`src/hdl/dxt3_pkg.sv`:
```
// Shared types, constants and helper functions for the DXT3 block decoder.
// No dependencies; used by dxt3_palette and dxt3_block_decoder.
`timescale 1ns / 1ps

package dxt3_pkg;

  localparam int unsigned PixelsPerBlock = 16;
  localparam int unsigned PixIdxW        = $clog2(PixelsPerBlock);
  localparam logic [PixIdxW-1:0] LastPix = PixIdxW'(PixelsPerBlock - 1);

  // floor(x / 3) equals (x * 683) >> 11 for every x below 2048.
  localparam logic [9:0] Div3Mul   = 10'd683;
  localparam int unsigned Div3Shift = 11;

  // Channel order inside an RGB triple.
  localparam int unsigned ChRed   = 0;
  localparam int unsigned ChGreen = 1;
  localparam int unsigned ChBlue  = 2;

  typedef logic [2:0][7:0] rgb_t;
  typedef logic [3:0][2:0][7:0] pal_t;
  typedef logic [2:0][9:0] rgb_sum_t;

  // Per-pixel data that rides along with the palette.
  typedef struct packed {
    logic [63:0] alpha_bits;
    logic [31:0] color_indexes;
  } blk_t;

  function automatic logic [7:0] widen5(input logic [4:0] v);
    return {v, v[4:2]};
  endfunction

  function automatic logic [7:0] widen6(input logic [5:0] v);
    return {v, v[5:4]};
  endfunction

  function automatic rgb_t unpack565(input logic [15:0] c);
    rgb_t rgb;
    rgb[ChRed]   = widen5(c[15:11]);
    rgb[ChGreen] = widen6(c[10:5]);
    rgb[ChBlue]  = widen5(c[4:0]);
    return rgb;
  endfunction

  function automatic logic [7:0] div3(input logic [9:0] x);
    logic [19:0] prod;
    prod = 20'(x) * 20'(Div3Mul);
    return 8'(prod >> Div3Shift);
  endfunction

endpackage

```
`src/hdl/dxt3_palette.sv`:
```
// Two-stage palette pipeline: endpoint expansion and weighted sums, then
// the divide by three. Depends on dxt3_pkg.
`timescale 1ns / 1ps

module dxt3_palette (
  input  logic                clk,
  input  logic                rst_n,
  input  logic                in_valid,
  output logic                in_ready,
  input  logic [15:0]         endpoint_a,
  input  logic [15:0]         endpoint_b,
  input  dxt3_pkg::blk_t      in_blk,
  output logic                out_valid,
  input  logic                out_ready,
  output dxt3_pkg::pal_t      out_pal,
  output dxt3_pkg::blk_t      out_blk
);
  import dxt3_pkg::*;

  logic     s1_valid_r, s1_valid_nxt;
  rgb_t     s1_ep_a_r, s1_ep_b_r;
  rgb_sum_t s1_sum2a_r, s1_sum2b_r;
  blk_t     s1_blk_r;

  logic     s2_valid_r, s2_valid_nxt;
  pal_t     s2_pal_r;
  blk_t     s2_blk_r;

  logic     s1_adv, s2_adv;
  rgb_t     ep_a, ep_b;
  rgb_sum_t sum2a, sum2b;
  pal_t     pal;

  assign s2_adv   = !s2_valid_r || out_ready;
  assign s1_adv   = !s1_valid_r || s2_adv;
  assign in_ready = s1_adv;

  assign s1_valid_nxt = s1_adv ? in_valid : s1_valid_r;
  assign s2_valid_nxt = s2_adv ? s1_valid_r : s2_valid_r;

  always_comb begin
    ep_a = unpack565(endpoint_a);
    ep_b = unpack565(endpoint_b);
    for (int ch = 0; ch < 3; ch++) begin
      sum2a[ch] = {1'b0, ep_a[ch], 1'b0} + 10'(ep_b[ch]);
      sum2b[ch] = 10'(ep_a[ch]) + {1'b0, ep_b[ch], 1'b0};
    end
  end

  always_comb begin
    for (int ch = 0; ch < 3; ch++) begin
      pal[0][ch] = s1_ep_a_r[ch];
      pal[1][ch] = s1_ep_b_r[ch];
      pal[2][ch] = div3(s1_sum2a_r[ch]);
      pal[3][ch] = div3(s1_sum2b_r[ch]);
    end
  end

  always_ff @(posedge clk) begin
    if (!rst_n) begin
      s1_valid_r <= 1'b0;
      s2_valid_r <= 1'b0;
    end else begin
      s1_valid_r <= s1_valid_nxt;
      s2_valid_r <= s2_valid_nxt;
    end
  end

  always_ff @(posedge clk) begin
    if (s1_adv) begin
      s1_ep_a_r  <= ep_a;
      s1_ep_b_r  <= ep_b;
      s1_sum2a_r <= sum2a;
      s1_sum2b_r <= sum2b;
      s1_blk_r   <= in_blk;
    end
    if (s2_adv) begin
      s2_pal_r <= pal;
      s2_blk_r <= s1_blk_r;
    end
  end

  assign out_valid = s2_valid_r;
  assign out_pal   = s2_pal_r;
  assign out_blk   = s2_blk_r;

endmodule

```
`src/hdl/dxt3_block_decoder.sv`:
```
// DXT3 (BC2) block decoder top level: palette pipeline, pixel serializer
// and output register. Depends on dxt3_pkg and dxt3_palette.
`timescale 1ns / 1ps
//
//  Channel  Handshake            Payload
//  in_      in_valid/in_ready    alpha_bits, endpoint_a, endpoint_b, color_indexes
//  out_     out_valid/out_ready  red, green, blue, alpha, pixel_index, last_pixel
//
// Each block yields 16 pixels, one per cycle while out_ready does not stall;
// the serializer takes the next block with the last pixel of the current
// one, so it is not ready for a new block before then. The edge that
// accepts the block loads the first palette stage; the second palette stage,
// the serializer and the output register follow in that order.
// Reset clears only the valid bits and the pixel counter.
// A stall on out_ready holds every stage that holds data.

module dxt3_block_decoder (
  input  logic        clk,
  input  logic        rst_n,
  input  logic        in_valid,
  output logic        in_ready,
  input  logic [63:0] in_alpha_bits,
  input  logic [15:0] in_endpoint_a,
  input  logic [15:0] in_endpoint_b,
  input  logic [31:0] in_color_indexes,
  output logic        out_valid,
  input  logic        out_ready,
  output logic [7:0]  out_red,
  output logic [7:0]  out_green,
  output logic [7:0]  out_blue,
  output logic [7:0]  out_alpha,
  output logic [3:0]  out_pixel_index,
  output logic        out_last_pixel
);
  import dxt3_pkg::*;

  blk_t               in_blk;
  logic               pal_valid, pal_ready;
  pal_t               pal_data;
  blk_t               pal_blk;

  logic               ser_valid_r, ser_valid_nxt;
  logic [PixIdxW-1:0] ser_cnt_r, ser_cnt_nxt;
  pal_t               ser_pal_r;
  blk_t               ser_blk_r, ser_blk_nxt;

  logic               out_valid_r;
  rgb_t               out_rgb_r;
  logic [7:0]         out_alpha_r;
  logic [PixIdxW-1:0] out_idx_r;
  logic               out_last_r;

  logic               out_adv, ser_emit, ser_take;
  logic [1:0]         sel;
  logic [3:0]         nib;

  assign in_blk = '{alpha_bits: in_alpha_bits, color_indexes: in_color_indexes};

  dxt3_palette u_palette (
    .clk        (clk),
    .rst_n      (rst_n),
    .in_valid   (in_valid),
    .in_ready   (in_ready),
    .endpoint_a (in_endpoint_a),
    .endpoint_b (in_endpoint_b),
    .in_blk     (in_blk),
    .out_valid  (pal_valid),
    .out_ready  (pal_ready),
    .out_pal    (pal_data),
    .out_blk    (pal_blk)
  );

  assign out_adv   = !out_valid_r || out_ready;
  assign ser_emit  = ser_valid_r && out_adv;
  // The serializer takes the next block when empty or on its last pixel.
  assign pal_ready = !ser_valid_r || (ser_emit && ser_cnt_r == LastPix);
  assign ser_take  = pal_valid && pal_ready;

  // The current pixel always sits in the low bits; fields shift down per item.
  assign sel = ser_blk_r.color_indexes[1:0];
  assign nib = ser_blk_r.alpha_bits[3:0];

  always_comb begin
    ser_valid_nxt = ser_valid_r;
    ser_cnt_nxt   = ser_cnt_r;
    ser_blk_nxt   = ser_blk_r;
    if (ser_emit) begin
      ser_cnt_nxt               = ser_cnt_r + 1'b1;
      ser_blk_nxt.alpha_bits    = ser_blk_r.alpha_bits >> 4;
      ser_blk_nxt.color_indexes = ser_blk_r.color_indexes >> 2;
      if (ser_cnt_r == LastPix) begin
        ser_valid_nxt = 1'b0;
      end
    end
    if (ser_take) begin
      ser_valid_nxt = 1'b1;
      ser_cnt_nxt   = '0;
      ser_blk_nxt   = pal_blk;
    end
  end

  always_ff @(posedge clk) begin
    if (!rst_n) begin
      ser_valid_r <= 1'b0;
      ser_cnt_r   <= '0;
      out_valid_r <= 1'b0;
    end else begin
      ser_valid_r <= ser_valid_nxt;
      ser_cnt_r   <= ser_cnt_nxt;
      if (out_adv) begin
        out_valid_r <= ser_valid_r;
      end
    end
  end

  always_ff @(posedge clk) begin
    ser_blk_r <= ser_blk_nxt;
    if (ser_take) begin
      ser_pal_r <= pal_data;
    end
    if (ser_emit) begin
      out_rgb_r   <= ser_pal_r[sel];
      out_alpha_r <= {nib, nib};
      out_idx_r   <= ser_cnt_r;
      out_last_r  <= (ser_cnt_r == LastPix);
    end
  end

  assign out_valid       = out_valid_r;
  assign out_red         = out_rgb_r[ChRed];
  assign out_green       = out_rgb_r[ChGreen];
  assign out_blue        = out_rgb_r[ChBlue];
  assign out_alpha       = out_alpha_r;
  assign out_pixel_index = out_idx_r;
  assign out_last_pixel  = out_last_r;

  // Pixels of one block leave in raster order without gaps in the index.
  a_pixel_order: assert property (@(posedge clk) disable iff (!rst_n)
    (out_valid && out_ready && !out_last_pixel) |=>
      (out_valid && out_pixel_index == 4'($past(out_pixel_index) + 4'd1)))
    else $error("pixel index did not advance by one within a block");

  // A block part-way through the serializer always has a pixel on the output.
  a_mid_block_out: assert property (@(posedge clk) disable iff (!rst_n)
    (ser_valid_r && ser_cnt_r != '0) |-> out_valid_r)
    else $error("serializer mid-block with an empty output register");

  // A freshly loaded block starts at its first pixel.
  a_block_start: assert property (@(posedge clk) disable iff (!rst_n)
    ser_take |=> (ser_valid_r && ser_cnt_r == '0))
    else $error("serializer did not restart at pixel zero");

endmodule

```
`config.mk`:
```
export PLATFORM = sky130hd
export DESIGN_NAME = dxt3_block_decoder
export DESIGN_NICKNAME = d
export VERILOG_FILES = /design/src/hdl/dxt3_pkg.sv /design/src/hdl/dxt3_palette.sv /design/src/hdl/dxt3_block_decoder.sv
export SDC_FILE = /design/constraint.sdc
export NUM_CORES = 1
export LEC_CHECK = 0
export BUFFER_PORTS_ARGS = -buffer_cell sky130_fd_sc_hd__buf_2
export CAP_MARGIN = 0
export CORE_MARGIN = 2
export CORE_UTILIZATION = 27
export CTS_CLUSTER_DIAMETER = 80
export CTS_CLUSTER_SIZE = 25
export DETAILED_ROUTE_END_ITERATION = 6
export PLACE_DENSITY = 0.46
export SLEW_MARGIN = 20
export SYNTH_ARGS = -nofsm -noshare
export SYNTH_HDL_FRONTEND = slang
export SYNTH_SLANG_ARGS = --single-unit
```
`constraint.sdc`:
```
create_clock -name clk -period 6.4 [get_ports clk]
set_input_delay 0 -clock clk [delete_from_list [all_inputs] [get_ports clk]]
set_output_delay 0 -clock clk [all_outputs]
set_load 0.02 [all_outputs]
```
==> flow_summary_export.csv, run 1 <==
group,metric,value,unit
synth,syn_area_per_cell,15.5,um2
die,placementRows,122,
synth,synthAdderAreaFrac,24.6,%
critical_path,cp_slowest_stage_delay,0.51,ns
critical_path,cp.arrival,5.20,ns
synth,synth_top_cell_by_area,"edfxtp_1",
place,post-dp-hpwl,46600,um
synth,syn_nets,2585,
sta,hold_viol,0,
global_routing,antenna_found_initial,12,
synth,synth.distinct_cells,59,
sta,setup-tns-final,0,ns
clocking,cts_tree,"built",
synth,async_flop_share,0,%
synth,synth_edf_count,567,
synth,synth_compound_area_share,3.88,%
sta,relSlewSlack,36.1,%
layout,design_area,0.0357,mm2
synth,netlist.area_leader.share,56.6,%
die,die_h,338,um
route,via_count,15900,
critical_path,crit_buf_inv,2,
place,routabilityCongestion,0.796,
sta,fmax,206,MHz
global_routing,grt_max_degree,69,
clocking,cts_resized,0,
synth,ys_seq_area_share,57.1,%
critical_path,required,6.75,ns
synth,synth_top_family_by_area,"adder cells",
power_and_ir_drop,peakVddDrop,0.235,mV
critical_path,ff2ff_path_depth,15,
place,postPlaceCellArea,0.0328,mm2
clocking,holdBufCountCts,132,
clocking,cts-root-buf,"clkbuf_16",
die,die_w,338,um
die,initial_utilization,27.2,%
critical_path,cp.depth,15,
route,vias_per_cell,4.18,
sta,setup_violations,0,
clocking,htree_levels,2,
die,core,0.111,mm2
route,ant_nets,0,
power_and_ir_drop,leakagePower,0.0148,uW
place,place.port_buffers,170,
clocking,numCtsBuffers,40,
route,drtPass1Iterations,5,
sta,slew_violations,0,
sta,rsz0062_at_grt,"false",
hold_path,hp-class,"in -> reg",
hold_path,hold_depth,2,
clocking,numClockSinks,575,
clocking,cts.reportedPaths.clkPinSlew,0.08,ns
critical_path,worstPathCellList,"ha_1, ha_1, fa_1, inv_1, fa_1, fa_1, inv_1, ha_1, a21oi_1, a21boi_1, o311ai_1, a21boi_1, a311oi_2, o21bai_1, xor2_1",
outcome,status,"finished, final reports clean",
global_routing,track_usage,11.2,%
clocking,postCtsSetupRepairBufs,0,
route,routedWlPerCell,16.7,um
die,die_area,0.114,mm2
critical_path,critPathKind,"reg -> reg",
clocking,clk_latency,0.62,ns
die,io_pins,171,
synth,synth_cells,1940,
global_routing,grt_pass1_wl,98600,um
synth,synth.most_common_cell,"edfxtp_1",
flow_run,maxCapViolations,0,
clocking,cts_buffer_depth,3,
critical_path,crit_path_end_kind,"flop",
sta,finClkSkew,0.0336,ns
sta,min_period_over_period,75.8,%
route,wl,63700,um
synth,synth_commonest_cells,"edfxtp_1 (567), ha_1 (381), inv_1 (276)",
synth,synth_area,0.0301,mm2
power_and_ir_drop,pwr_density_cell,484,mW/mm2
global_routing,grt_overflow,0,
global_routing,grt_pass1_vias,17200,
place,dp_slack,1.57,ns
synth,synth_xor_area_share,2.82,%
sta,period_needed,4.85,ns
synth,yosys_warnings,0,
synth,synth_simple_gate_area_share,2.50,%
route,drtIter0Drc,760,
synth,synthFlopType,"edfxtp_1",
critical_path,crit_path_max_fanout,5,
synth,yosys_register_bits,575,
critical_path,worst_path_max_delay_cell,"fa_1",
synth,synth_area_leaders,"edfxtp_1 (57%), ha_1 (16%), fa_1 (8.8%)",
synth,muxShareOfSynthArea,5.26,%
layout,nNetsFinal,2920,
sta,tightest_slew,0.959,ns
critical_path,startpoint_type,"flop",
critical_path,ff2ff_setup_slack,1.55,ns
critical_path,crit_family,"adder cells",
sta,worst_slack,1.55,ns
route,drc,0,
layout,syn_to_final_growth,18.4,%
layout,drive_gt1_share,16.6,%
==> cell families after synthesis <==
kind of cell	Yosys count
flip-flops	575
adder cells (fa/ha/maj)	513
buffers and inverters	298
AO/OA/AOI/OAI	183
AND/OR/NAND/NOR	157
multiplexers	117
XOR/XNOR	97
==> per-stage QoR <==
step           hold WS [ns]  total power [uW]  util [%]  std cells
2_1_floorplan        0.0989             12200         -       1940
3_3_place_gp          0.177             14500      29.7       3589
3_5_place_dp          0.178             14600      29.7       3589
4_1_cts              0.0380             17700      32.2       3795
5_1_grt              0.0528             19100      32.2       3800
6_report             0.0945             17300      32.2       3805
==> state kept, by name, summed over array words and instances (netlist names), 2 cells and up <==
register              flops
nib                       4
out_alpha                 4
out_blue                  8
out_green                 8
out_pixel_index           4
out_red                   8
sel                       2
ser_blk_r                90
ser_cnt_r                 4
ser_pal_r                80
u_palette.out_blk        96
u_palette.out_pal        80
u_palette.pal            26
u_palette.s1_blk_r       96
u_palette.s1_sum2a_r     30
u_palette.s1_sum2b_r     30
==> routing by layer <==
layer  vias up  track usage [%]  part of all wire, %
met2       240             18.9                   47
met3        65             2.58                  4.7
met1      7897             14.7                   47
met4         6             2.35                  1.7
met5         -                0                0.072
li1       7691                -                    -
==> placed cells by master, fill, tap and decap left out, types with 8 or more instances in the layout <==
cell type,Yosys,final
nand2_1,37,36
xnor2_1,72,72
dfxtp_1,8,8
buf_4,5,13
a21boi_0,10,10
mux4_2,24,24
diode_2,0,10
nand4_1,11,11
nor3_1,8,8
a21oi_1,64,64
edfxtp_1,567,567
nor2b_1,13,12
o21ai_0,38,38
buf_2,12,170
xor2_1,25,25
dlygate4sd3_1,0,132
mux2_2,90,90
ha_1,381,381
fa_1,132,132
nor2_1,54,54
inv_1,276,276
a21o_1,26,25
clkbuf_16,0,42
==> report_power, final <==
group,total (uW),leakage [uW],switching (uW),internal (uW)
combinational,9140,0.00834,5030,4110
clock,2850,0.000705,1490,1350
sequential,5280,0.00579,205,5080
total,17300,0.0148,6730,10500
==> path summary, 6_finish.rpt <==
kind | from | to
max | u_palette.s1_sum2a_r[6] | u_palette.out_pal[54]
min | in_color_indexes[30] | u_palette.s1_blk_r[30]
max reg2reg | u_palette.s1_sum2a_r[6] | u_palette.out_pal[54]
min reg2reg | u_palette.out_pal[65] | ser_pal_r[65]
==> area by class of cell <==
class                   count  area [um2]
repair buffers            315        2270
inverters                 276        1040
fillers                 10900       75000
diodes                     10        25.0
multi-input cells        1067       11800
well taps                1488        1860
clock buffers              46        1070
clock inverters            28         402
flip-flops and latches    575       17200
Note: power is estimated with default switching activity, not from simulation.
==> run 2: changes to the inputs <==
--- a/config.mk
+++ b/config.mk
@@ -12,7 +12,7 @@
 export CTS_CLUSTER_DIAMETER = 80
 export CTS_CLUSTER_SIZE = 25
 export DETAILED_ROUTE_END_ITERATION = 6
-export PLACE_DENSITY = 0.46
+export PLACE_DENSITY = 0.45
 export SLEW_MARGIN = 20
 export SYNTH_ARGS = -nofsm -noshare
 export SYNTH_HDL_FRONTEND = slang
==> constraint.sdc (replaced) <==
create_clock -name clk -period 4.8 [get_ports clk]
set_input_delay 0 -clock clk [delete_from_list [all_inputs] [get_ports clk]]
set_output_delay 0 -clock clk [all_outputs]
set_load 0.02 [all_outputs]
==> flow_summary_export.csv, run 2 (synthesis results as in run 1) <==
group,metric,value,unit
critical_path,endpoint,"u_palette.out_pal[63]",
die,placementRows,122,
critical_path,cp_slowest_stage_delay,0.52,ns
critical_path,crit_path_end_kind,"flop",
sta,fmax,221,MHz
die,core,0.111,mm2
route,drtPass1Iterations,7,
sta,period_needed,4.53,ns
die,die_area,0.114,mm2
clocking,cts.reportedPaths.clkPinSlew,0.09,ns
sta,slew_violations,0,
critical_path,crit_path_max_fanout,4,
clocking,numClockSinks,575,
critical_path,ff2ff_setup_slack,0.27,ns
sta,relSlewSlack,46.7,%
critical_path,worst_path_max_delay_cell,"edfxtp_1",
critical_path,critPathKind,"reg -> reg",
clocking,cts_tree,"built",
critical_path,startpoint_type,"flop",
layout,drive_gt1_share,17.5,%
power_and_ir_drop,leakagePower,0.0149,uW
critical_path,cp.arrival,4.89,ns
sta,tightest_slew,0.799,ns
clocking,numCtsBuffers,38,
route,ant_nets,0,
route,drc,0,
clocking,cts-root-buf,"clkbuf_16",
sta,finClkSkew,0.0411,ns
critical_path,required,5.16,ns
global_routing,grt_overflow,0,
sta,hold_viol,0,
outcome,status,"finished, final reports clean",
die,die_h,338,um
layout,layout_commonest_cell,"edfxtp_1",
layout,multi_input_area,0.0118,mm2
clocking,cts_buffer_depth,3,
critical_path,ff2ff_path_depth,15,
sta,setup_violations,0,
layout,syn_to_final_growth,18.9,%
place,place.port_buffers,170,
hold_path,hp-class,"in -> reg",
flow_run,maxCapViolations,0,
layout,layout_common_cells,"edfxtp_1 (567), ha_1 (381), inv_1 (276), buf_2 (170), dlygate4sd3_1 (133)",
place,routabilityCongestion,0.790,
clocking,clk_latency,0.62,ns
place,post-dp-hpwl,46500,um
global_routing,grt_pass1_wl,98400,um
global_routing,grt_max_degree,107,
sta,min_period_over_period,94.5,%
layout,final_util,32.3,%
critical_path,r2r-start,"u_palette.s1_sum2a_r[10]",
clocking,htree_levels,2,
global_routing,track_usage,11.2,%
die,die_w,338,um
critical_path,worstPathCellList,"ha_1, ha_1, fa_1, inv_1, fa_1, fa_1, inv_1, ha_1, a21o_1, a21o_1, a21oi_1, o31a_1, a21boi_1, a21bo_2, xnor2_1",
layout,seqCellArea,0.0172,mm2
route,vias_per_cell,4.18,
layout,fill_cells,10800,
global_routing,grt_pass1_vias,17400,
power_and_ir_drop,peakVddDrop,0.376,mV
critical_path,timing.rr.end,"u_palette.out_pal[63]",
die,io_pins,171,
global_routing,antenna_found_initial,10,
route,via_count,16000,
critical_path,crit_start,"u_palette.s1_sum2a_r[10]",
layout,nNetsFinal,2940,
power_and_ir_drop,pwr_density_cell,645,mW/mm2
route,routedWlPerCell,16.6,um
die,initial_utilization,27.2,%
route,drtIter0Drc,919,
power_and_ir_drop,power.total,23100,uW
route,wl,63300,um
-- run 2: cell types whose count changed in the layout (fill, tap and decap cells not counted), sizes merged --
cell | previous run | this run
dlygate4sd3 | 132 | 133
clkinv | 12 | 8
buf | 183 | 204
clkbuf | 46 | 42
inv | 291 | 293
diode | 10 | 7
-- run 2: final cells by class --
class                   count  area share (%)
diodes                      7          0.0489
well taps                1488            5.20
clock inverters            26           0.944
clock buffers              42            2.79
multi-input cells        1067            33.1
inverters                 276            2.89
repair buffers            337            7.02
flip-flops and latches    575            48.0
-- run 2: worst max-delay path, delay by kind of cell (launching register included) --
family          cells  cell delay (ns)
fa+ha+maj           6             2.51
compound gates      6             1.04
flops               1             0.52
buf+inv             2             0.11
xor+xnor            1             0.11
-- run 2: worst min path at each step --
stage | startpoint | to | cells after the start
floorplan | in_endpoint_a[5] | u_palette.pal[10] | 0
global placement | in_color_indexes[25] | u_palette.s1_blk_r[25] | 1
detailed placement | in_alpha_bits[59] | u_palette.s1_blk_r[91] | 1
CTS | in_alpha_bits[51] | u_palette.s1_blk_r[83] | 2
global route | in_alpha_bits[62] | u_palette.s1_blk_r[94] | 2
finish | in_alpha_bits[54] | u_palette.s1_blk_r[86] | 2
-- run 2: metrics by stage --
step	cells	hold slack [ns]	area, um2	TNS, ns	setup slack (ns)
finish	3818	0.0939	35800	0	0.265
global route	3815	0.0474	35800	-0.00117	-0.00117
CTS	3807	0.0111	35700	0	0.0231
detailed placement	3606	0.178	33000	-0.0192	-0.0192
global placement	3605	0.179	33000	0	0.0430
floorplan	1940	0.0989	30100	0	0.0870
-- run 2: metal layers --
metal  track usage (%)  share of wire [%]  vias to the layer above
li1                  -                  -                     7715
met1              14.8                 47                     7918
met2              18.8                 47                      226
met3              1.98                3.9                       83
met4              3.18                2.3                       10
met5                 0               0.10                        -
-- run 2: what timing repair did --
| action | CTS | global route |
|---|---|---|
| hold endpoints to repair | 190 | 0 |
| setup endpoints to repair | 0 | 14 |
| hold buffers | 133 | 0 |
| buffers inserted | 0 | 4 |
| gates resized for setup | 0 | 7 |
-- run 2: where the power goes --
| part | internal [uW] | leakage [uW] | switching (uW) |
|---|---|---|---|
| Clock | 1690 | 0.000652 | 1930 |
| Sequential | 6770 | 0.00579 | 256 |
| Combinational | 5570 | 0.00848 | 6850 |
==> run 3: changes to the inputs <==
--- a/config.mk
+++ b/config.mk
@@ -12,7 +12,7 @@
 export CTS_CLUSTER_DIAMETER = 80
 export CTS_CLUSTER_SIZE = 25
 export DETAILED_ROUTE_END_ITERATION = 6
-export PLACE_DENSITY = 0.45
+export PLACE_DENSITY = 0.53
 export SLEW_MARGIN = 20
 export SYNTH_ARGS = -nofsm -noshare
 export SYNTH_HDL_FRONTEND = slang
==> constraint.sdc (replaced) <==
create_clock -name clk -period 4.8 [get_ports clk]
set_input_delay 0.24 -clock clk [delete_from_list [all_inputs] [get_ports clk]]
set_output_delay 0.24 -clock clk [all_outputs]
set_load 0.02 [all_outputs]
==> flow_summary_export.csv, run 3 (synthesis results as in run 1) <==
group,metric,value,unit
outcome,status,"finished, final reports clean",
layout,nNetsFinal,2938,
clocking,numCtsBuffers,39,
power_and_ir_drop,power.total,23000,uW
power_and_ir_drop,switching_share,39.1,%
place,place.port_buffers,170,
global_routing,grtUsageMet1,14.6,%
sta,tightest_slew,1.00,ns
place,routabilityCongestion,0.814,
critical_path,worstPathCellList,"ha_1, ha_1, fa_1, inv_1, fa_1, fa_1, inv_1, ha_1, nand2_1, nor2_1, a2111oi_4, nor3_1, or3_4, mux2i_1, nand4_1",
route,vias_per_cell,4.18,
sta,whs,0.316,ns
die,die_area,0.114,mm2
route,wl,61900,um
route,drtPass1Iterations,4,
critical_path,r2r-start,"u_palette.s1_sum2b_r[10]",
power_and_ir_drop,sequentialPowerShare,30.5,%
sta,slew_violations,0,
die,die_w,338,um
global_routing,grt_pass1_vias,17400,
sta,hold_viol,0,
clocking,cts_tree,"built",
clocking,cts_buffer_depth,3,
critical_path,critPathKind,"reg -> reg",
die,initial_utilization,27.2,%
sta,fmax,218,MHz
clocking,clk_latency,0.61,ns
sta,period_needed,4.59,ns
sta,worst_slack,0.205,ns
power_and_ir_drop,pwr-share-clk,15.9,%
hold_path,hp-class,"in -> reg",
power_and_ir_drop,netSwitchingPower,8990,uW
route,ant_nets,0,
global_routing,grt_max_degree,90,
layout,fill_cells,10800,
sta,relSlewSlack,33.0,%
clocking,numClockSinks,575,
route,via_count,16000,
place,dp_cells,3603,
route,drc,0,
critical_path,required,5.16,ns
global_routing,grt_overflow,0,
critical_path,cp_slowest_stage_delay,0.50,ns
route,routedWlPerCell,16.2,um
clocking,htree_levels,2,
global_routing,antenna_found_initial,14,
place,post-dp-hpwl,44800,um
clocking,cts.reportedPaths.clkPinSlew,0.10,ns
layout,syn_to_final_growth,18.9,%
critical_path,worst_path_max_delay_cell,"fa_1",
critical_path,cp.arrival,4.95,ns
layout,final_cells,3819,
critical_path,startpoint_type,"flop",
global_routing,grt_busiest_layer,"met2",
power_and_ir_drop,pwr_density_cell,643,mW/mm2
layout,layout_common_cells,"edfxtp_1 (567), ha_1 (380), inv_1 (276), buf_2 (170)",
power_and_ir_drop,peakVddDrop,0.333,mV
critical_path,crit_start,"u_palette.s1_sum2b_r[10]",
global_routing,use_met3,2.32,%
power_and_ir_drop,internal-power,14000,uW
die,die_h,338,um
die,placementRows,122,
flow_run,maxCapViolations,0,
critical_path,ff2ff_setup_slack,0.21,ns
die,io_pins,171,
critical_path,crit_path_end_kind,"flop",
global_routing,track_usage,10.9,%
power_and_ir_drop,p_comb_share,53.6,%
die,core,0.111,mm2
layout,layout_commonest_cell,"edfxtp_1",
place,dp_slack,-0.0147,ns
route,drtIter0Drc,753,
sta,min_period_over_period,95.7,%
global_routing,gr-usage-met2,17.9,%
clocking,cts-root-buf,"clkbuf_16",
sta,setup_violations,0,
layout,drive_gt1_share,17.3,%
power_and_ir_drop,leakagePower,0.0149,uW
global_routing,grt_pass1_wl,97000,um
sta,rsz0062_at_grt,"false",
sta,finClkSkew,0.0378,ns
critical_path,crit_path_max_fanout,4,
hold_path,hp-start,"in_color_indexes[28]",
layout,final_util,32.4,%
-- run 3: metrics by stage --
step,TNS [ns],area (um2)
2_1_floorplan,0,30100
3_3_place_gp,0,33000
3_5_place_dp,-0.0147,33000
4_1_cts,0,35700
5_1_grt,0,35800
6_report,0,35800
-- run 3: final cells by class --
type,instances,area [um2],share of cell area [%]
diodes,8,20.0,0.0559
clock buffers,50,1040,2.90
clock inverters,21,360,1.01
inverters,276,1040,2.89
multi-input cells,1067,11800,33.1
flip-flops and latches,575,17200,48.0
well taps,1488,1860,5.20
repair buffers,334,2460,6.86
-- run 3: layer usage --
| metal | up-vias | share of wire, % |
|---|---|---|
| met2 | 239 | 46 |
| met4 | 10 | 2.2 |
| met3 | 79 | 4.6 |
| li1 | 7725 | - |
| met5 | - | 0.11 |
| met1 | 7912 | 47 |
-- run 3: what timing repair did --
action                                  CTS  global route
buffers inserted                          0             4
endpoints found under the setup margin    0            11
endpoints found under the hold margin   136             0
hold buffers                            132             0
gates resized for setup                   0             7
-- run 3: power groups by stage --
stage / clock network [uW] / logic (uW) / registers [uW]
after CTS: 3860 / 12500 / 7030
after global placement: 0 / 12100 / 7140
after floorplan: 0 / 9250 / 7050
final: 3670 / 12300 / 7010
after detailed placement: 0 / 12300 / 7140
after global routing: 4010 / 14400 / 7070
-- run 3: worst paths after layout --
check	cells past startpoint	endpoint
worst max-delay path	15	u_palette.out_pal[87]
worst min-delay path	2	u_palette.s1_blk_r[28]
worst max register to register	15	u_palette.out_pal[87]
worst min register to register	0	u_palette.out_blk[26]
-- run 3: worst max-delay path, delay by kind of cell (launching register included) --
family / cells / cell delay [ns]
compound gates: 1 / 0.42
fa+ha+maj: 6 / 2.45
buf+inv: 2 / 0.09
flops: 1 / 0.46
mux: 1 / 0.18
simple gates: 5 / 0.74
